## config.mk

```make
export PLATFORM = sky130hd
export DESIGN_NAME = sks_hash_unit
export DESIGN_NICKNAME = d
export VERILOG_FILES = /design/src/rtl/sks_pkg.sv /design/src/rtl/sks_hash_unit.sv
export SDC_FILE = /design/constraint.sdc
export NUM_CORES = 1
export LEC_CHECK = 0
export ABC_AREA = 1
export BUFFER_PORTS_ARGS = -buffer_cell sky130_fd_sc_hd__buf_4
export CAP_MARGIN = 20
export CELL_PAD_IN_SITES_DETAIL_PLACEMENT = 1
export CELL_PAD_IN_SITES_GLOBAL_PLACEMENT = 1
export CORE_ASPECT_RATIO = 0.8
export CORE_UTILIZATION = 39
export CTS_BUF_LIST = sky130_fd_sc_hd__clkbuf_4 sky130_fd_sc_hd__clkbuf_8
export DETAILED_ROUTE_END_ITERATION = 8
export PLACE_DENSITY = 0.84
export SLEW_MARGIN = 0
export SYNTH_ARGS = -nofsm -noshare
export SYNTH_HDL_FRONTEND = slang
export SYNTH_SLANG_ARGS = --single-unit
```

## constraint.sdc

```tcl
create_clock -name clk -period 5.45 [get_ports clk]
set_clock_uncertainty 0.05 [all_clocks]
set_input_delay 0.2725 -clock clk [delete_from_list [all_inputs] [get_ports clk]]
set_output_delay 0.2725 -clock clk [all_outputs]
set_load 0.02 [all_outputs]
```

## src/rtl/sks_pkg.sv

```systemverilog
`default_nettype none
package sks_pkg;

	// Table geometry; slot selection takes the low hash bits, so CAPACITY is a power of two
	localparam int CAPACITY = 1024;
	localparam int IDX_W    = $clog2(CAPACITY);
	localparam int CNT_W    = $clog2(CAPACITY + 1);
	localparam int KEY_W    = 128;
	localparam int VAL_W    = 32;

	localparam logic [63:0] HASH_GOLDEN = 64'h0000_0000_9e37_79b9;

	typedef enum logic [1:0] {
		CMD_INSERT = 2'd0,
		CMD_LOOKUP = 2'd1,
		CMD_ERASE  = 2'd2,
		CMD_CLEAR  = 2'd3
	} cmd_t;

	typedef enum logic [1:0] {
		MARK_EMPTY = 2'd0,
		MARK_LIVE  = 2'd1,
		MARK_TOMB  = 2'd2
	} mark_t;

	typedef struct packed {
		cmd_t               command;
		logic signed [31:0] coord_a;
		logic signed [31:0] coord_b;
		logic signed [31:0] coord_c;
		logic signed [31:0] coord_d;
		logic signed [31:0] write_value;
	} in_t;

	typedef struct packed {
		logic signed [31:0] read_value;
		logic               found;
		logic [10:0]        entry_count;
		logic               status;
	} out_t;

	// Write request into the slot memories
	typedef struct packed {
		logic             kd_we;
		logic             key_we;
		logic [IDX_W-1:0] kd_addr;
		logic [KEY_W-1:0] key;
		logic [VAL_W-1:0] data;
		logic             mark_we;
		logic [IDX_W-1:0] mark_addr;
		mark_t            mark;
	} slot_wr_t;

	// Registered read data of one slot
	typedef struct packed {
		mark_t            mark;
		logic [KEY_W-1:0] key;
		logic [VAL_W-1:0] data;
	} slot_rd_t;

endpackage
`default_nettype wire

```

## src/rtl/sks_hash_unit.sv

```systemverilog
`default_nettype none
module sks_hash_unit (
	input  wire logic                          clk,
	input  wire logic                          arst_n,
	input  wire logic                          start,
	input  wire logic [sks_pkg::KEY_W-1:0]     key,
	output logic                               done,
	output logic [sks_pkg::IDX_W-1:0]          home
);

	logic [63:0] seed_q;
	logic [1:0]  step_q;
	logic        run_q;
	logic        done_q;
	logic [31:0] coord;
	logic [63:0] coord_ext;
	logic [63:0] mix;

	// Pick one coordinate per step, a first
	always_comb begin
		case (step_q)
			2'd0:    coord = key[127:96];
			2'd1:    coord = key[95:64];
			2'd2:    coord = key[63:32];
			default: coord = key[31:0];
		endcase
		coord_ext = {{32{coord[31]}}, coord};
		mix = seed_q ^ (coord_ext + sks_pkg::HASH_GOLDEN + (seed_q << 6) + (seed_q >> 2));
	end

	// Fold one coordinate into the seed per cycle
	always_ff @(posedge clk or negedge arst_n) begin
		if (!arst_n) begin
			seed_q <= '0;
			step_q <= '0;
			run_q  <= 1'b0;
			done_q <= 1'b0;
		end else begin
			done_q <= 1'b0;
			if (start) begin
				seed_q <= '0;
				step_q <= '0;
				run_q  <= 1'b1;
			end else if (run_q) begin
				seed_q <= mix;
				step_q <= step_q + 2'd1;
				if (step_q == 2'd3) begin
					run_q  <= 1'b0;
					done_q <= 1'b1;
				end
			end
		end
	end

	assign done = done_q;
	assign home = seed_q[sks_pkg::IDX_W-1:0];

endmodule
`default_nettype wire

```

==> summary.txt, run 1 <==
GRT
  • Global Route Usage Sum: about a third
  • Initial antenna violation count: 1
  • Largest net degree at the start of global routing: 66
  • Vias in the first global route: 15030
  • First-pass GRT wire length: slightly above 80 mm
  • GRT overflow: 0

Timing
  • Tmin final: about 5.1 ns
  • Slew Viols, Final: 0
  • Final setup vio count: 0
  • Final hold violations: 0
  • Max Clk Rate: a little under 200 MHz
  • Relative slew slack: between 30% and 40%
  • WHS: 0.1216 ns
  • Post-route clock period utilization: 93.64%
  • Slew at the pin with the worst max-slew slack: 1.021 ns

Critical path
  • Critical path peak fanout: 20
  • CP Capture Type: register
  • CP bufs+invs: 5
  • Top delay family on crit path: simple AND/OR/NAND/NOR gates
  • Crit-path max cell delay: approximately 0.47 ns
  • Slowest CP cell: fa_1
  • Worst EP arrival: 5.39 ns
  • Worst path required time: roughly 5.7 ns
  • Kind of critical path: register to register
  • Critical path launch point type: register
  • R2R Setup Slk: approximately 0.35 ns
  • CP dominant cell by count: nand2_1

Hold path
  • Min-Delay Path Class: primary input to register

Placement
  • GP Congestion: 1.009
  • Port bufs: around 140
  • Placed Instance Area: around 14000 sq um
  • DPL Wire Length: 43.39 mm

Synth
  • Post-synthesis adder-cell area fraction: 14.90%
  • Area share of the largest cell type after synthesis: 25.76%
  • Top cells by area, synth: nand2_1 26%, dfrtp_1 14%, inv_1 13%
  • Distinct cells, synth: 51
  • Syn nets: approximately 2500
  • Post-synthesis instance area: 12330 sq um
  • Mapped Cells: 2211
  • Register area share after synthesis: 13.81%
  • Synth area leader: nand2_1
  • YS warnings: 0
  • Synth Area in XOR/XNOR: 0.9948%
  • Synth Area in Compound Gates: about 11%
  • #FFs+latches synth: 68
  • Syn Area/Cell: 5.575 sq um
  • Portion of netlist area occupied by mux cells: 0%
  • Largest family of logic cells by synthesized area: simple AND/OR/NAND/NOR gates
  • Simple-Gate Fraction of Synth Area: 43.86%

Floorplan
  • Core footprint: 30740 sq um
  • DIE HEIGHT: 161.0 microns
  • Initial core utilization: 40.10%
  • I/O Pins: around 140
  • # rows: 57
  • Die W: 200.8 microns
  • Full die area: 32320 sq um

Finish
  • Layout Utilization: approximately 46%
  • Final net count: 2597
  • Area delta synth->final: 14.03%
  • Highest-count cells in the layout ignoring fill and taps: 845 x nand2_1, 416 x inv_1, 206 x nor2_1, 152 x buf_4, 127 x nand3_1
  • Fin area: 14050 sq um
  • Ant diodes: 0
  • Commonest non-fill, non-tap cell in the layout: nand2_1
  • Share of cells above drive strength 1: 11.02%

Clock network
  • Inserted Clock Buffers: 9
  • Level count of the clock H-tree: 3
  • CTS Buffer Depth: 2
  • Setup Fix Bufs, Post-CTS: 0
  • Clock transition at the registers of the reported paths: 0.09 ns
  • Clock sinks: 68
  • CTS tree: built
  • Worst skew pair latency: 0.42 ns
  • Clock root buffer: clkbuf_8

Outcome
  • Status: complete, no violations

Routing
  • Drt initial violations: between 900 and 1000
  • DRT Wirelength: about 51 mm
  • Drt pass-1 iters: 5
  • Detailed-route wire length per cell: 18.63 microns
  • DRC viols: 0
  • DR vias/cell: 5.280
  • Post-DRT Antenna Nets: 0
  • Via Count: between 10000 and 15000

Run
  • Maxcap violations: 0
## Yosys cell counts, drive strengths merged
library cell / number
nand3: 131
nand4: 34
inv: 425
nor3: 20
and2: 6
o21a: 2
nand2b: 2
a22o: 7
fa: 28
o21ai: 74
o21bai: 10
clkinv: 1
clkbuf: 9
nand3b: 7
o211ai: 1
nor4: 4
dfrtp: 68
nor2: 231
a31oi: 8
nor3b: 2
o22ai: 9
buf: 32
xor2: 11
nand2: 858
xnor2: 3
ha: 102
a21oi: 115
a21o: 3
or2: 8
## worst register-to-register path, delay by kind of cell (launching register included)
family                     cells  cell delay (ns)
and+or+nand+nor               19             2.25
adders and majority gates      3             1.16
buffers and inverters          5             0.61
AOI/OAI and AO/OA              3             0.56
DFF                            1             0.39
## per-layer routing
layer / vias up / share of wire [%] / GRT usage (%)
met1: 6980 / 47 / 45.12
met2: 458 / 44 / 51.89
met4: 0 / 1.5 / 6.974
met3: 45 / 7.4 / 5.105
li1: 7058 / - / -
met5: - / 0 / 0
## what timing repair did
| action | in CTS | in global routing |
|---|---|---|
| hold buffers | 1 | 0 |
| hold endpoints to repair | 3 | 0 |
| gates resized for setup | 0 | 14 |
| setup endpoints to repair | 0 | 14 |
## state kept, by name, summed over array words and instances, names as in the netlist
name,cells
seed_q,64
step_q,2
done,1
run_q,1
## kinds of logic (layout without fill, tap and decap cells)
| logic type | count (synthesis) | in the layout |
|---|---|---|
| fa+ha+maj | 130 | 130 |
| xor+xnor | 14 | 14 |
| compound gates | 229 | 229 |
| flops | 68 | 68 |
| buf+inv | 467 | 597 |
| simple gates | 1303 | 1303 |
## final cells by class
cell class              count  area [sq um]
repair buffers            155          1191
multi-input cells        1676          8802
inverters                 426          1604
flip-flops and latches     68          1702
clock inverters             5         100.1
clock buffers              11         138.9
fillers                  4427         16680
well taps                 413         516.7
## path summary, 6_finish.rpt
| kind | depth (start not counted) | startpoint | endpoint |
|---|---|---|---|
| worst max register to register | 30 | step_q[0] | seed_q[51] |
| max in group asynchronous | 3 | arst_n | seed_q[47] |
| worst max-delay path | 30 | step_q[0] | seed_q[51] |
| min in group asynchronous | 2 | arst_n | step_q[0] |
| worst min register to register | 2 | seed_q[1] | seed_q[1] |
| worst min-delay path | 2 | start | seed_q[2] |
## per-stage QoR
step | TNS, ns | worst slack [ns] | instances
finish | 0 | 0.3466 | 2754
global route | -0.04003 | -0.03173 | 2754
CTS | 0 | 0.2855 | 2754
detailed placement | 0 | 0.3325 | 2737
global placement | 0 | 0.5085 | 2737
floorplan | 0 | 1.277 | 2211
Power of run 1 is left out: the tool's default activity adds up to more than one toggle a clock period on the data nets, which glitch-free logic cannot reach.
==> run 2, diff against run 1 <==
PLACE_DENSITY = 0.76   (was 0.84)
==> summary.txt, run 2 (synthesized netlist as in run 1, its figures left out) <==
Hold path
  • Hold Path End: seed_q[2]
  • Hold path cells: 2
  • Min-Delay Path Class: primary input to register
  • Min-delay src: start

Routing
  • Via Count: around 15000
  • Drt pass-1 iters: 5
  • DR vias/cell: 5.332
  • Post-DRT Antenna Nets: 0
  • DRC viols: 0
  • Detailed-route wire length per cell: 19.72 microns
  • DRT Wirelength: 54.40 mm
  • Drt initial violations: 1040

Floorplan
  • Die W: 200.8 microns
  • Core footprint: a little over 30000 sq um
  • Full die area: 32320 sq um
  • DIE HEIGHT: 161.0 microns
  • Initial core utilization: 40.10%
  • # rows: 57
  • I/O Pins: approximately 140

Finish
  • Fin area: around 14000 sq um
  • Area delta synth->final: 13.73%
  • Largest registers: seed_q: 64 flops, step_q: 2 flops
  • Max reg flops: 64
  • Final net count: between 2000 and 3000
  • Highest-count cells in the layout ignoring fill and taps: 843 x nand2_1, 416 x inv_1, 209 x nor2_1, 157 x buf_4, 125 x nand3_1
  • Ant diodes: 0
  • Commonest non-fill, non-tap cell in the layout: nand2_1
  • Share of cells above drive strength 1: roughly 11%
  • Biggest register: seed_q
  • Layout Cells excl Fill: 2759

Critical path
  • Worst path required time: 5.69 ns
  • Worst R2R End: seed_q[51]
  • Depth of the most critical reg-to-reg path: 26
  • Worst EP arrival: 5.44 ns
  • CP Capture Type: register
  • Kind of critical path: register to register
  • Critical path peak fanout: 11
  • R2R Setup Slk: 0.26 ns
  • Critical path launch point type: register
  • FF-to-FF Start: step_q[0]

Clock network
  • Level count of the clock H-tree: 3
  • Inserted Clock Buffers: 9
  • CTS tree: built
  • Worst skew pair latency: 0.41 ns
  • Clock transition at the registers of the reported paths: 0.10 ns
  • Clock root buffer: clkbuf_8
  • Clock sinks: 68
  • CTS Buffer Depth: 2
  • Setup Fix Bufs, Post-CTS: 0

Timing
  • Max Clk Rate: 192.5 MHz
  • Post-route clock period utilization: 95.31%
  • Relative slew slack: 50.99%
  • Setup TNS: 0 ns
  • Tmin final: 5.195 ns
  • Final hold violations: 0
  • Slew at the pin with the worst max-slew slack: around 0.74 ns
  • Slew Viols, Final: 0
  • Final setup vio count: 0

GRT
  • Initial antenna violation count: 0
  • Global Route Usage Sum: 34.16%
  • First-pass GRT wire length: ~85 mm
  • Vias in the first global route: 14960
  • Largest net degree at the start of global routing: 51
  • GRT overflow: 0

Placement
  • GP Congestion: 0.9779
  • Inst Count DP: between 2000 and 3000
  • Placed Instance Area: 13780 sq um
  • Port bufs: 141
  • DPL Wire Length: 46.55 mm

Run
  • Maxcap violations: 0

Outcome
  • Status: complete, no violations
## run 2: cell type report
cell class                 count  area (sq um)
clock inverter                 7         57.56
sequential                    68          1702
inverter                     426          1607
fill                        4432         16720
tap                          413         516.7
multi-input combinational   1676          8783
clock buffer                   9         123.9
timing repair buffer         160          1229
## run 2: critical path, stage by stage, from the launching register on
cell      delay, ns
dfrtp_1        0.41
inv_1          0.14
ha_1           0.19
buf_4          0.19
nand2_1        0.12
a31oi_4        0.26
ha_1           0.22
nand3_1        0.11
nand2_2        0.14
nor2_4         0.06
o21bai_2       0.20
xor2_1         0.37
fa_1           0.50
ha_1           0.41
nand2_1        0.14
nor2_1         0.28
nand3_1        0.13
nand3_1        0.23
nand2_1        0.09
nand2_1        0.25
nand2_1        0.16
nand3_1        0.11
nand2_1        0.05
nand3_1        0.10
nand2_1        0.06
nand2_1        0.05
nor2_1         0.05
## run 2: worst max-delay path by stage
| stage | start | end | slack (ns) | depth (start not counted) |
|---|---|---|---|---|
| after detailed placement | step_q[1] | seed_q[30] | 0.34 | 28 |
| after global placement | step_q[0] | seed_q[25] | 0.42 | 24 |
| after CTS | step_q[1] | seed_q[59] | 0.30 | 24 |
| final | step_q[0] | seed_q[51] | 0.26 | 26 |
| after floorplan | step_q[0] | seed_q[30] | 1.28 | 29 |
| after global routing | step_q[0] | seed_q[59] | -0.0007 | 30 |
## run 2: metal layers
layer | global-route usage, % | routed length (microns) | vias up
met5 | 0 | 0 | -
met4 | 6.350 | 729 | 0
met3 | 5.851 | 4159 | 43
met2 | 50.98 | 22220 | 495
met1 | 51.27 | 27290 | 7100
li1 | - | - | 7074
## run 2: timing repair
item                                   in CTS  in global routing
endpoints found under the hold margin      27                  0
resized for setup                           0                 14
hold buffers                                1                  0
setup endpoints to repair                   0                 20
## run 2: stage by stage
step | hold slack, ns | setup slack, ns | util (%)
detailed placement | 0.2279 | 0.3402 | 44.83
floorplan | -0.07309 | 1.277 | -
CTS | 0.1127 | 0.2987 | 45.45
finish | 0.1239 | 0.2555 | 45.61
global placement | 0.2332 | 0.4223 | 44.83
global route | 0.1148 | -0.0007185 | 45.61
Power of run 2 is left out for the same reason.
